`config.mk`:
```
export PLATFORM = sky130hd
export DESIGN_NAME = vang_sqrt_cell
export DESIGN_NICKNAME = d
export VERILOG_FILES = /design/src/rtl/vang_pkg.sv /design/src/rtl/vang_sqrt_cell.sv
export SDC_FILE = /design/constraint.sdc
export NUM_CORES = 1
export LEC_CHECK = 0
export ABC_CLOCK_PERIOD_IN_PS = 900
export BUFFER_PORTS_ARGS = -buffer_cell sky130_fd_sc_hd__buf_2
export CAP_MARGIN = 25
export CORE_AREA = 2 2 239 241
export CTS_CLUSTER_DIAMETER = 150
export DETAILED_ROUTE_END_ITERATION = 6
export DIE_AREA = 0 0 241 243
export PLACE_DENSITY_LB_ADDON = 0.12
export SETUP_SLACK_MARGIN = 0.2
export SYNTH_ARGS = -nofsm -noshare
export SYNTH_HDL_FRONTEND = slang
export SYNTH_SLANG_ARGS = --single-unit
```
`constraint.sdc`:
```
create_clock -name clk -period 0.9 [get_ports clk]
set_input_delay 0.09 -clock clk [delete_from_list [all_inputs] [get_ports clk]]
set_output_delay 0.09 -clock clk [all_outputs]
set_load 0.005 [all_outputs]
```
`src/rtl/vang_pkg.sv`:
```
// ----------------------------------------------------------------------------
// vang_pkg: shared constants, types and table functions
// Widths of every pipeline section of the vector angle block and the
// arctangent constants of the rotation cells.
// ----------------------------------------------------------------------------
`default_nettype none

package vang_pkg;

	localparam int COMPONENT_BITS      = 24;
	localparam int ANGLE_FRACTION_BITS = 28;
	localparam int ANGLE_W             = ANGLE_FRACTION_BITS + 2;

	localparam int WORK_BITS    = 60;
	localparam int CORDIC_STEPS = 61;
	localparam int TARGET_BITS  = 120;

	localparam int MAG_W   = COMPONENT_BITS;
	localparam int SQ_W    = 2 * MAG_W;
	localparam int SUM_W   = SQ_W + 2;
	localparam int HALF_W  = SUM_W / 2;
	localparam int MUL_W   = 2 * HALF_W;
	localparam int P_W     = 2 * SUM_W;
	localparam int CH_NUM  = 4;
	localparam int CH_W    = P_W / CH_NUM;
	localparam int CHP_W   = $clog2(CH_W + 1);
	localparam int LEN_W   = $clog2(P_W + 1);
	localparam int UP_W    = $clog2(TARGET_BITS / 2 + 1);

	localparam int RAD_W    = TARGET_BITS;
	localparam int SQ_STEPS = TARGET_BITS / 2;
	localparam int ROOT_W   = SQ_STEPS;
	localparam int REM_W    = ROOT_W + 2;
	localparam int DS_W     = ROOT_W;

	localparam int Z_W         = 64;
	localparam int STEP_W      = $clog2(CORDIC_STEPS);
	localparam int ROUND_SHIFT = WORK_BITS - ANGLE_FRACTION_BITS;

	// Side information that travels with an item through the root cells.
	typedef struct packed {
		logic            zero;
		logic            dneg;
		logic [DS_W-1:0] ds;
	} vang_side_t;

	// Unsigned long division, used only while the constants are worked out.
	function automatic logic [63:0] udiv_f(input logic [63:0] n, input logic [63:0] d);
		logic [64:0] r;
		logic [63:0] q;
		r = '0;
		q = '0;
		for (int b = 63; b >= 0; b--) begin
			r = {r[63:0], n[b]};
			if (r >= {1'b0, d}) begin
				r    = r - {1'b0, d};
				q[b] = 1'b1;
			end
		end
		return q;
	endfunction

	// atan(1/m) with WORK_BITS fraction bits, by its truncated power series.
	function automatic logic signed [63:0] atan_recip_f(input logic [63:0] m);
		logic [63:0]        pw;
		logic [63:0]        t;
		logic signed [63:0] sum;
		pw  = udiv_f(64'd1 << WORK_BITS, m);
		sum = '0;
		for (int k = 0; k < 64; k++) begin
			if (pw != 64'd0) begin
				t = udiv_f(pw, 64'(2 * k + 1));
				if (k % 2 == 1) begin
					sum = sum - $signed(t);
				end else begin
					sum = sum + $signed(t);
				end
				pw = udiv_f(udiv_f(pw, m), m);
			end
		end
		return sum;
	endfunction

	// Rotation angle of step i; step 0 is pi/4 by Machin's formula.
	function automatic logic signed [63:0] atan_entry_f(input int i);
		logic signed [63:0] v;
		if (i == 0) begin
			v = (atan_recip_f(64'd5) <<< 2) - atan_recip_f(64'd239);
		end else begin
			v = atan_recip_f(64'd1 << i);
		end
		return v;
	endfunction

	localparam logic signed [Z_W-1:0] ATAN0_Z    = atan_entry_f(0);
	localparam logic signed [Z_W-1:0] PI_Z       = ATAN0_Z <<< 2;
	localparam logic signed [Z_W-1:0] HALF_PI_Z  = ATAN0_Z <<< 1;
	localparam logic [Z_W-1:0]        ROUND_HALF = 64'd1 << (ROUND_SHIFT - 1);
	localparam logic [Z_W-1:0]        ANG_MAX64  = (PI_Z + ROUND_HALF) >> ROUND_SHIFT;
	localparam logic [ANGLE_W-1:0]    ANG_MAX    = ANG_MAX64[ANGLE_W-1:0];

endpackage

`default_nettype wire

```
`src/rtl/vang_sqrt_cell.sv`:
```
// ----------------------------------------------------------------------------
// vang_sqrt_cell: one digit of the integer square root
// Takes two radicand bits, decides one root bit and passes the item on.
// ----------------------------------------------------------------------------
`default_nettype none

module vang_sqrt_cell import vang_pkg::*; (
	input  wire logic              clk,
	input  wire logic              arst_n,
	input  wire logic              en,
	input  wire logic              vld_in,
	input  wire vang_side_t        side_in,
	input  wire logic [RAD_W-1:0]  rad_in,
	input  wire logic [REM_W-1:0]  rem_in,
	input  wire logic [ROOT_W-1:0] root_in,
	output logic                   vld_out,
	output vang_side_t             side_out,
	output logic [RAD_W-1:0]       rad_out,
	output logic [REM_W-1:0]       rem_out,
	output logic [ROOT_W-1:0]      root_out
);

	logic [REM_W+1:0] rem4;
	logic [REM_W+1:0] trial;
	logic             take;

	always_comb begin
		rem4  = {rem_in, rad_in[RAD_W-1 -: 2]};
		trial = (REM_W + 2)'({root_in, 2'b01});
		take  = rem4 >= trial;
	end

	always_ff @(posedge clk or negedge arst_n) begin
		if (!arst_n) begin
			vld_out <= 1'b0;
		end else if (en) begin
			vld_out <= vld_in;
		end
	end

	always_ff @(posedge clk) begin
		if (en) begin
			side_out <= side_in;
			rad_out  <= rad_in << 2;
			rem_out  <= take ? REM_W'(rem4 - trial) : REM_W'(rem4);
			root_out <= {root_in[ROOT_W-2:0], take};
		end
	end

endmodule

`default_nettype wire

```
# Word-level counts from Yosys, hierarchy flattened
# Index checks and enable logic that the tools add are counted.
[totals] reg_bits=303 latchBits=0 ram_bits=0 romBits=0 inputBits=308 out_inout_bits=305 elab_cells=10 mem_count=0
[op_classes] addsub=1 mul=0 n_div=0 order_cmp=1 eq_ne=0 shifts=0 muxes=1 bitwise_logic=0 n_reduce_logical=0
[ops] cell=">= comparator 64 x 62 -> 1 bit" n=1
[ops] cell="2-to-1 mux 62 bit" n=1
[ops] cell="subtractor 62 bit" n=1

# Depth between registers and ports, before layout
# Gate-level depths: netlist of the first run.
[depth] ltp_word=2 depth_mapped=16 depth_no_buf=12

# Worst setup path before layout of the first run
# Ideal clock, no wire load.
[synth_path] kind="input to register" from="input root_in[0]" to="register rem_out[10] (data pin)" setup_ps=260 arrival_time_ps=2347 t_required_ps=640 setup_slack_ps=-1708 stages=13 path_buffers=2 path_cell_list="inv_1 -> ha_1 -> nor2b_1 -> o31a_1 -> o31ai_4 -> a21boi_2 -> nor3_2 -> o21ai_1 -> a21o_1 -> a31o_1 -> buf_2 -> buf_6 -> mux2_4"
[synth_via] elab_chain_cells=2 word_cells_on_any_way=3 classes_between="add/sub: 1; order compare: 1; mux: 1"
[synth_rtl] item="start: declaration" line_no="vang_sqrt_cell.sv:15" rtl="input wire logic [ROOT_W-1:0] root_in,"
[synth_rtl] item="subtractor 62 bit / >= comparator 64 x 62 -> 1 bit (equally long branches)" line_no="vang_sqrt_cell.sv:45, vang_sqrt_cell.sv:30"
[synth_rtl] item="2-to-1 mux 62 bit *" line_no="vang_sqrt_cell.sv:45" rtl="rem_out <= take ? REM_W'(rem4 - trial) : REM_W'(rem4);"
[synth_rtl] item="end signal: assignment" line_no="vang_sqrt_cell.sv:45"
[synth_rtl] item="end: declaration" line_no="vang_sqrt_cell.sv:19" rtl="output logic [REM_W-1:0] rem_out,"
# Every way passes the cells marked *; elsewhere a longest branch is shown, timed or not.
# A chain may end at the register's enable or synchronous reset.

# Final worst setup path of the first run
[layout_path] from="input root_in[10]" to="register rem_out[55] (data pin)"
# Same word-level chain as after synthesis.

==> flow_summary.yaml, run 1 <==
min_path:
  worstHoldPathCells: 2
  holdPathEnd: "rem_out[45]"
  hold_class: "in -> reg"
  min_from: "en"
finish:
  drive_gt1_frac: 0.524
  nets: 2671
  area_growth_pct: 88.0
  fin_cells: 3091
  n_fill_cell: 5301
route:
  remaining_drc_errors: 0
  final_antenna_net_count: 0
  vias: 13200
  drt_pass1_iterations: 5
  vias_per_cell: 4.28
  drt_iter0_drc: 487
  wl_per_cell_um: 18.5
  wirelength_um: 57300
logic_synthesis:
  synth_area_leaders: "edfxtp_1, ha_1, a21oi_1"
  yosysSeqAreaShare: 0.652
  netlist_area_mm2: 0.0139
  synth_top_area_frac: 0.651
  syn_inst: 1055
  synth-seq-cells: 303
  synth_top_area_cell: "edfxtp_1"
  synth.avg_cell_area_um2: 13.2
  post-synth-top-count-cell: "edfxtp_1"
  synthTopCellsByCount: "edfxtp_1, a21oi_1, inv_1, nor2_1, ha_1"
  async_reset_ff_frac: 0.00330
  synth_edf_count: 302
  ys_types: 76
  yosys_warnings: 0
  synth_flop_cell: "edfxtp_1"
setup_path:
  worstPathRequired_ps: 1200
  timing_worst_setup_path_type: "in -> reg"
  start_kind: "primary input"
  r2r_cells: 1
  crit_path_end_kind: "register"
  path_cells: "buf_8, inv_4, ha_4, a21o_1, a211o_1, nor2_1, a21oi_2, buf_6, a2111oi_4, nor3_4, a41o_4, a31oi_4, xnor2_2, a21oi_1"
  reg2reg_to: "vld_out"
  crit_fanout: 4
  arrival_ps: 2500
  r2r_start: "vld_out"
  crit_path_max_incr_delay_ps: 450
  worst_path_max_delay_cell: "a2111oi_4"
  r2r_slack_ps: 160
timing:
  min_period_ps: 2200
  whs_ps: -55.3
  worstMarginPinSlew_ps: 543
  final-setup-viol-count: 366
  maxSlewHeadroom: 0.629
  slew_violations: 0
  fin_setup_tns_ps: -148750
  finalHoldViolCount: 15
  fin_crit_sh: 2.45
  max_freq_mhz: 454
  setup_slack_ps: -1300
  skew_ps: 0
  rsz0062_at_grt: "true"
clock_tree:
  htree_num_levels: 2
  clkTransAtPathRegs_ps: 60
  clockRootBuffer: "clkbuf_16"
  holdBufCountCts: 292
  clock_path_buffers: 3
  clk_latency_ps: 550
  cts_tree: "built"
  clock_sinks: 303
  cts_buffers: 38
pwr:
  irDropWorstVdd_mv: 1.11
  pwr_density_cell_mw_per_mm2: 1650
  leakagePower_nw: 11.4
placed_design:
  placed_cells: 2696
  gp_congestion: 0.813
  numPortBuffers: 610
  dp_hpwl_um: 44000
grt:
  grt-ovfl-total: 0
  first_global_vias: 14000
  grt_pass1_wl_um: 82900
  track_usage: 0.187
  grt_max_degree: 28
  antenna_found_initial: 7
die:
  initial_utilization: 0.249
  die_y_um: 243
  io_pins: 613
  core.rowCount: 87
  core-area_mm2: 0.0560
  die_w_um: 241
  die-area_mm2: 0.0586
job:
  cap_violations: 0
run_status:
  violations: "hold timing, setup timing"
  status: "complete, but fails checks"
-- cells in the final DEF (no fill, tap or decap), drive strengths merged, types with 3 or more instances in the layout --
| master | synthesis | routed |
|---|---|---|
| and2 | 4 | 4 |
| clkinv | 0 | 14 |
| mux2 | 13 | 13 |
| diode | 0 | 5 |
| nand2b | 8 | 8 |
| or3 | 5 | 5 |
| dlygate4sd3 | 0 | 292 |
| xnor2 | 43 | 43 |
| nor3 | 20 | 20 |
| o211ai | 6 | 6 |
| a41o | 3 | 3 |
| nor2 | 85 | 85 |
| a21o | 24 | 24 |
| a21boi | 3 | 3 |
| nor2b | 5 | 5 |
| nand3 | 11 | 11 |
| a31oi | 8 | 8 |
| and3 | 5 | 5 |
| xor2 | 15 | 15 |
| o21bai | 20 | 20 |
| inv | 85 | 86 |
| o21a | 7 | 7 |
| nand2 | 44 | 44 |
| o31ai | 4 | 4 |
| nand4 | 19 | 19 |
| clkbuf | 16 | 54 |
| buf | 24 | 951 |
| edfxtp | 302 | 302 |
| o21ai | 48 | 48 |
| a211oi | 4 | 4 |
| ha | 62 | 62 |
| a21oi | 128 | 128 |
| and4 | 6 | 6 |
-- state kept, by name (all words and copies together), names as in the netlist --
signal / count
rad_out: 118
root_out: 60
side_out: 62
vld_out: 1
rem_out: 62
-- through the flow --
stage          instance area, um^2  utilization  total power [W]  setup slack (ps)
2_1_floorplan                14200            -           0.0213             -1680
3_3_place_gp                 20500        0.367           0.0265             -2060
3_5_place_dp                 20500        0.367           0.0265             -2090
4_1_cts                      25700        0.459           0.0434             -1260
5_1_grt                      26200        0.468           0.0453             -1350
6_report                     26200        0.468           0.0432             -1300
-- routing by layer --
metal  routed length (um)  up-vias  GRT usage
met4                 1330        2     0.0561
met5                   14        -          0
li1                     -     6412          -
met3                 3850       80     0.0514
met2                29500      379      0.337
met1                22600     6365      0.214
-- power breakdown --
group          internal [W]  leakage [nW]  total, W  switching, W
logic               0.00595          7.85    0.0109       0.00498
clock network       0.00857         0.568    0.0147       0.00611
registers            0.0172          2.97    0.0176      0.000392
-- kinds of logic (layout without fill, tap and decap cells) --
logic type | Yosys count | after routing | share of synthesized area
AO/OA/AOI/OAI | 273 | 273 | 0.125
XOR/XNOR | 58 | 58 | 0.0364
adder cells (fa/ha/maj) | 62 | 62 | 0.0557
buffers and inverters | 125 | 1399 | 0.0389
flip-flops | 303 | 303 | 0.652
multiplexers | 14 | 14 | 0.0142
other | 1 | 7 | 0.000269
AND/OR/NAND/NOR | 219 | 219 | 0.0768
-- critical path, delay by kind of cell --
family,cells,cell delay [ps]
AO/OA/AOI/OAI,7,1540
XOR/XNOR,1,150
adder cells (fa/ha/maj),1,190
buffers and inverters,3,290
AND/OR/NAND/NOR,2,230
-- area by class of cell --
cell class	instances	area, um^2	share of cell area
clock buffer	52	1020	0.0391
multi-input combinational	628	5500	0.210
antenna	5	12.5	0.000478
sequential	303	9090	0.347
tap	756	946	0.0361
clock inverter	17	150	0.00573
inverter	85	352	0.0134
timing repair buffer	1245	9120	0.348
-- worst max-delay path by stage --
stage	slack, ps	end	depth (start not counted)	from
after floorplan	-1680	rem_out[58]	12	root_in[0]
after global placement	-2060	rem_out[46]	14	root_in[0]
after detailed placement	-2090	rem_out[46]	14	root_in[0]
after CTS	-1260	rem_out[55]	14	root_in[10]
after global routing	-1350	rem_out[55]	14	root_in[10]
final	-1300	rem_out[55]	14	root_in[10]
-- timing repair --
action | in CTS | in global routing
pin swaps | 75 | 29
endpoints found under the hold margin | 310 | 15
gates resized for setup | 201 | 97
setup buffers | 21 | 5
cloned | 1 | 2
setup endpoints to repair | 367 | 367
No activity file was read; power rests on OpenSTA's default activity.
==> run 2: changes to the inputs <==
- PLACE_DENSITY_LB_ADDON: 0.12 -> not set
==> run 2 against run 1 <==
  * The run still ends with hold timing, setup timing left
  * First-iteration DRC count is 12% higher
  * Clock power barely moved
  * Combinational power about the same
  * Sequential cell count unchanged
  * Clock skew unchanged
  * Final cell count is 0.26% lower
  * Die area is the same
  * Total power increased by 0.41%
  * Critical path depth unchanged
  * Routed wire length grew 2.0%
==> flow_summary.yaml, run 2 (synthesis results as in run 1) <==
run_status:
  status: "complete, but fails checks"
  violations: "hold timing, setup timing"
placed_design:
  dp_hpwl_um: 42500
  gp_congestion: 0.851
  numPortBuffers: 610
  place_area_mm2: 0.0204
timing:
  finalHoldViolCount: 9
  max_freq_mhz: 440
  maxSlewHeadroom: 0.585
  setup_slack_ps: -1370
  worstMarginPinSlew_ps: 607
  rsz0062_at_grt: "true"
  final-setup-viol-count: 367
  fin_crit_sh: 2.52
  whs_ps: -96.6
  skew_ps: 0
  slew_violations: 0
  min_period_ps: 2270
finish:
  layout_commonest_cell: "buf_2"
  regMostFlops: "rad_out"
  area_growth_pct: 87.3
  layout_common_cells: "buf_2, buf_4, edfxtp_1"
  largest_register_ffs: 118
  drive_gt1_frac: 0.531
  fin_area_mm2: 0.0261
  top_regs: "rad_out: 118 flops, rem_out: 62 flops, side_out: 62 flops"
  nets: 2661
grt:
  antenna_found_initial: 23
  first_global_vias: 14100
  track_usage: 0.186
  grt_max_degree: 25
  grt-ovfl-total: 0
  grt_pass1_wl_um: 82200
setup_path:
  arrival_ps: 2560
  r2r_slack_ps: -10
  worst_path_max_delay_cell: "o31a_1"
  r2r_start: "vld_out"
  start_kind: "primary input"
  timing_worst_setup_path_type: "in -> reg"
  crit_fanout: 5
  crit_path_max_incr_delay_ps: 290
  worstPathRequired_ps: 1190
  r2r_cells: 2
  path_cells: "buf_8, ha_4, nor2b_4, o31a_1, o31ai_4, buf_4, nand2_4, a41o_4, buf_6, a21oi_4, o31ai_4, a21oi_2, xnor2_1, mux2_4"
  crit_path_end_kind: "register"
  reg2reg_to: "vld_out"
  crit_top_cell: "o31ai_4"
route:
  final_antenna_net_count: 0
  met1_length_um: 20600
  dr_wl_met3_um: 4330
  wl_per_cell_um: 18.9
  remaining_drc_errors: 0
  drt_pass1_iterations: 4
  wirelength_um: 58400
  highest_layer: "met5"
  vias_per_cell: 4.42
  wl_met2_um: 31100
  drt_iter0_drc: 546
  vias: 13600
pwr:
  leakagePower_nw: 11.4
  pwr_density_cell_mw_per_mm2: 1660
  irDropWorstVdd_mv: 1.30
clock_tree:
  clk_latency_ps: 550
  clkTransAtPathRegs_ps: 60
  holdBufCountCts: 284
  htree_num_levels: 2
  clockRootBuffer: "clkbuf_16"
  cts_buffers: 36
  cts_tree: "built"
  clock_sinks: 303
  clock_path_buffers: 3
min_path:
  hold_class: "in -> reg"
  holdPathEnd: "rem_out[4]"
  worstHoldPathCells: 2
  min_from: "rem_in[2]"
die:
  die_y_um: 243
  core-area_mm2: 0.0560
  initial_utilization: 0.249
  die_w_um: 241
  core.rowCount: 87
  io_pins: 613
  die-area_mm2: 0.0586
job:
  cap_violations: 0
## run 2: repair_timing
action,CTS,global route
pin swaps,29,52
cloned,1,3
gates resized for setup,131,156
setup buffers,12,24
endpoints found under the hold margin,311,9
setup endpoints to repair,367,367
## run 2: critical path, delay by kind of cell
family                     cells  cell delay [ps]
adders and majority gates      1              250
AOI/OAI and AO/OA              6             1270
muxes                          1              250
buffers and inverters          3              410
and+or+nand+nor                2              180
xor gates and xnor gates       1               90
## run 2: power by group
| part | total, W | internal (W) | switching (W) |
|---|---|---|---|
| combinational | 0.0108 | 0.00587 | 0.00497 |
| clock | 0.0149 | 0.00887 | 0.00602 |
| sequential | 0.0176 | 0.0172 | 0.000450 |
## run 2: layout make-up
cell class,instances,area (um^2)
sequential,303,9090
antenna,9,22.5
timing repair buffer,1237,9030
inverter,85,359
tap,756,946
clock buffer,48,976
clock inverter,17,223
fill,4974,29800
multi-input combinational,628,5460
## run 2: layer usage
layer / track usage / vias up
met3: 0.0585 / 150
li1: - / 6395
met1: 0.187 / 6567
met4: 0.0830 / 16
met5: 0 / -
met2: 0.347 / 499
## run 2: worst max path at each step
| stage | slack [ps] | depth (start not counted) | startpoint | end |
|---|---|---|---|---|
| 2_1_floorplan | -1680 | 12 | root_in[0] | rem_out[58] |
| 3_3_place_gp | -2110 | 14 | rem_in[18] | rem_out[45] |
| 3_5_place_dp | -2140 | 12 | root_in[21] | rem_out[54] |
| 4_1_cts | -1330 | 15 | root_in[0] | rem_out[54] |
| 5_1_grt | -1450 | 12 | rem_in[15] | rem_out[59] |
| 6_report | -1370 | 14 | rem_in[0] | rem_out[54] |
## run 2: per-stage QoR
step,setup slack [ps],instances,util,setup TNS (ps),total power [W]
after detailed placement,-2140,2685,0.365,-136080,0.0264
after global placement,-2110,2685,0.365,-133390,0.0263
final,-1370,3083,0.467,-153220,0.0434
after CTS,-1330,3047,0.451,-161190,0.0430
after global routing,-1450,3082,0.467,-174830,0.0452
after floorplan,-1680,1056,-,-94510,0.0213
==> run 3: changes to the inputs <==
- REMOVE_ABC_BUFFERS: not set -> 1
- SKIP_CTS_REPAIR_TIMING: not set -> 1
==> run 3 against run 2 <==
  * The flow still finishes with violations (hold timing, setup timing)
  * Clock power decreased by 11%
  * Hold slack got worse by 19 ps
  * Cell area decreased by 2.0%
  * Die area unchanged
  * Final cell count decreased by 0.58%
  * Combinational power about the same
  * Critical endpoint is now rem_out[12]
  * Total power decreased by 4.1%
  * Register-to-register slack improved by 160 ps
  * Critical path depth increased by 2
  * Via count decreased by 1.3%
  * Sequential share of layout area increased by 0.71 points
  * Maximum frequency decreased by 3.0%
  * Highest routed layer unchanged
  * Largest power group unchanged
==> flow_summary.yaml, run 3 (synthesis results as in run 1) <==
run_status:
  status: "complete, but fails checks"
  violations: "hold timing, setup timing"
die:
  die_y_um: 243
  core.rowCount: 87
  die-area_mm2: 0.0586
  initial_utilization: 0.249
  die_w_um: 241
  core-area_mm2: 0.0560
  io_pins: 613
timing:
  max_freq_mhz: 427
  setup_slack_ps: -1440
  whs_ps: -115
  fin_crit_sh: 2.60
  min_period_ps: 2340
  finalHoldViolCount: 18
  worstMarginPinSlew_ps: 621
  skew_ps: 0
  slew_violations: 0
  rsz0062_at_grt: "true"
  final-setup-viol-count: 366
  fin_setup_tns_ps: -158700
  maxSlewHeadroom: 0.575
finish:
  layout_commonest_cell: "buf_2"
  largest_register_ffs: 118
  area_growth_pct: 83.6
  n_fill_cell: 5150
  layout_common_cells: "buf_2, buf_4, edfxtp_1"
  top_regs: "rad_out: 118 flops, rem_out: 62 flops, side_out: 62 flops"
  nets: 2655
  regMostFlops: "rad_out"
  drive_gt1_frac: 0.526
  fin_area_mm2: 0.0256
clock_tree:
  clk_latency_ps: 540
  clockRootBuffer: "clkbuf_16"
  clkTransAtPathRegs_ps: 60
  clock_sinks: 303
  htree_num_levels: 2
  cts_buffers: 36
  clock_path_buffers: 3
  cts_tree: "built"
grt:
  antenna_found_initial: 11
  first_global_vias: 12200
  track_usage: 0.164
  grt_util_met3: 0.0558
  grt_use_met1: 0.189
  grt-ovfl-total: 0
  grt_use_met2: 0.281
  grt_max_degree: 30
  grt_pass1_wl_um: 72200
  busiest_layer: "met2"
min_path:
  hold_class: "in -> reg"
  min_from: "rem_in[46]"
setup_path:
  r2r_start: "vld_out"
  r2r_cells: 1
  crit_fanout: 12
  reg2reg_to: "vld_out"
  cp_num_cells: 16
  r2r_slack_ps: 150
  setup.worst_path.end: "rem_out[12]"
  critical_path.top_delay_family: "compound AO/OA/AOI/OAI gates"
  start_kind: "primary input"
  crit_path_max_incr_delay_ps: 290
  path_buf_inv: 6
  worstPathRequired_ps: 1190
  worst_path_max_delay_cell: "a31o_4"
  crit_top_cell: "a21oi_1"
  path_cells: "buf_2, inv_1, ha_4, buf_4, a21oi_1, o21ai_1, a22oi_1, inv_2, nor3_4, o21ai_2, a21o_1, a31o_4, buf_12, buf_6, nor2_1, a21oi_1"
  arrival_ps: 2630
  crit_path_end_kind: "register"
  critPathLaunch: "root_in[15]"
  timing_worst_setup_path_type: "in -> reg"
placed_design:
  dp_hpwl_um: 42200
  place_area_mm2: 0.0202
  numPortBuffers: 610
  gp_congestion: 0.882
pwr:
  pwr_density_cell_mw_per_mm2: 1630
  irDropWorstVdd_mv: 1.30
  p_seq_frac: 0.424
  switchingPower_w: 0.0112
  p_int_w: 0.0304
  p_sw_frac: 0.270
  p_comb_frac: 0.259
  leakagePower_nw: 11.2
  p_clk_frac: 0.318
route:
  drt_iter0_drc: 468
  vias: 13400
  final_antenna_net_count: 0
  vias_per_cell: 4.39
  wirelength_um: 57900
  remaining_drc_errors: 0
  wl_per_cell_um: 18.9
  drt_pass1_iterations: 5
job:
  cap_violations: 0
-- run 3: cell types whose count changed in the layout (fill, tap and decap cells not counted), sizes merged --
cell	before	now
bufinv	4	0
clkinvlp	0	1
clkinv	11	10
buf	950	959
dlygate4sd3	284	267
diode	9	3
-- run 3: through the flow --
stage	util	setup WS [ps]	total power [W]	hold slack (ps)	cells
5_1_grt	0.457	-1520	0.0434	-129	3064
4_1_cts	0.380	-1630	0.0396	-717	2756
2_1_floorplan	-	-3460	0.0210	-206	1016
3_5_place_dp	0.361	-2200	0.0263	-124	2697
3_3_place_gp	0.361	-2220	0.0262	-125	2697
6_report	0.457	-1440	0.0416	-115	3065
-- run 3: worst min-delay path by stage --
| stage | end | depth (start not counted) |
|---|---|---|
| 6_report | rem_out[48] | 2 |
| 5_1_grt | rem_out[54] | 2 |
| 4_1_cts | vld_out | 1 |
| 3_5_place_dp | vld_out | 1 |
| 3_3_place_gp | vld_out | 1 |
| 2_1_floorplan | vld_out | 0 |
-- run 3: power by group through the flow --
stage / clock network (W) / logic [W] / registers (W)
floorplan: 0 / 0.00300 / 0.0180
global placement: 0 / 0.00835 / 0.0178
detailed placement: 0 / 0.00844 / 0.0178
CTS: 0.0136 / 0.00849 / 0.0176
global route: 0.0141 / 0.0116 / 0.0177
finish: 0.0132 / 0.0108 / 0.0176
-- run 3: metal layers --
| metal | routed length (um) | vias to the layer above |
|---|---|---|
| met1 | 22700 | 6501 |
| met2 | 29100 | 452 |
| met3 | 4230 | 111 |
| met5 | 82 | - |
| met4 | 1770 | 14 |
| li1 | - | 6369 |
-- run 3: area by class of cell --
type,instances,area (um^2),share of cell area
Clock inverter,13,87.6,0.00342
Multi-Input combinational cell,628,5300,0.207
Antenna cell,3,7.51,0.000293
Tap cell,756,946,0.0370
Clock buffer,46,938,0.0367
Timing Repair Buffer,1231,8880,0.347
Sequential cell,303,9090,0.355
Inverter,85,329,0.0129
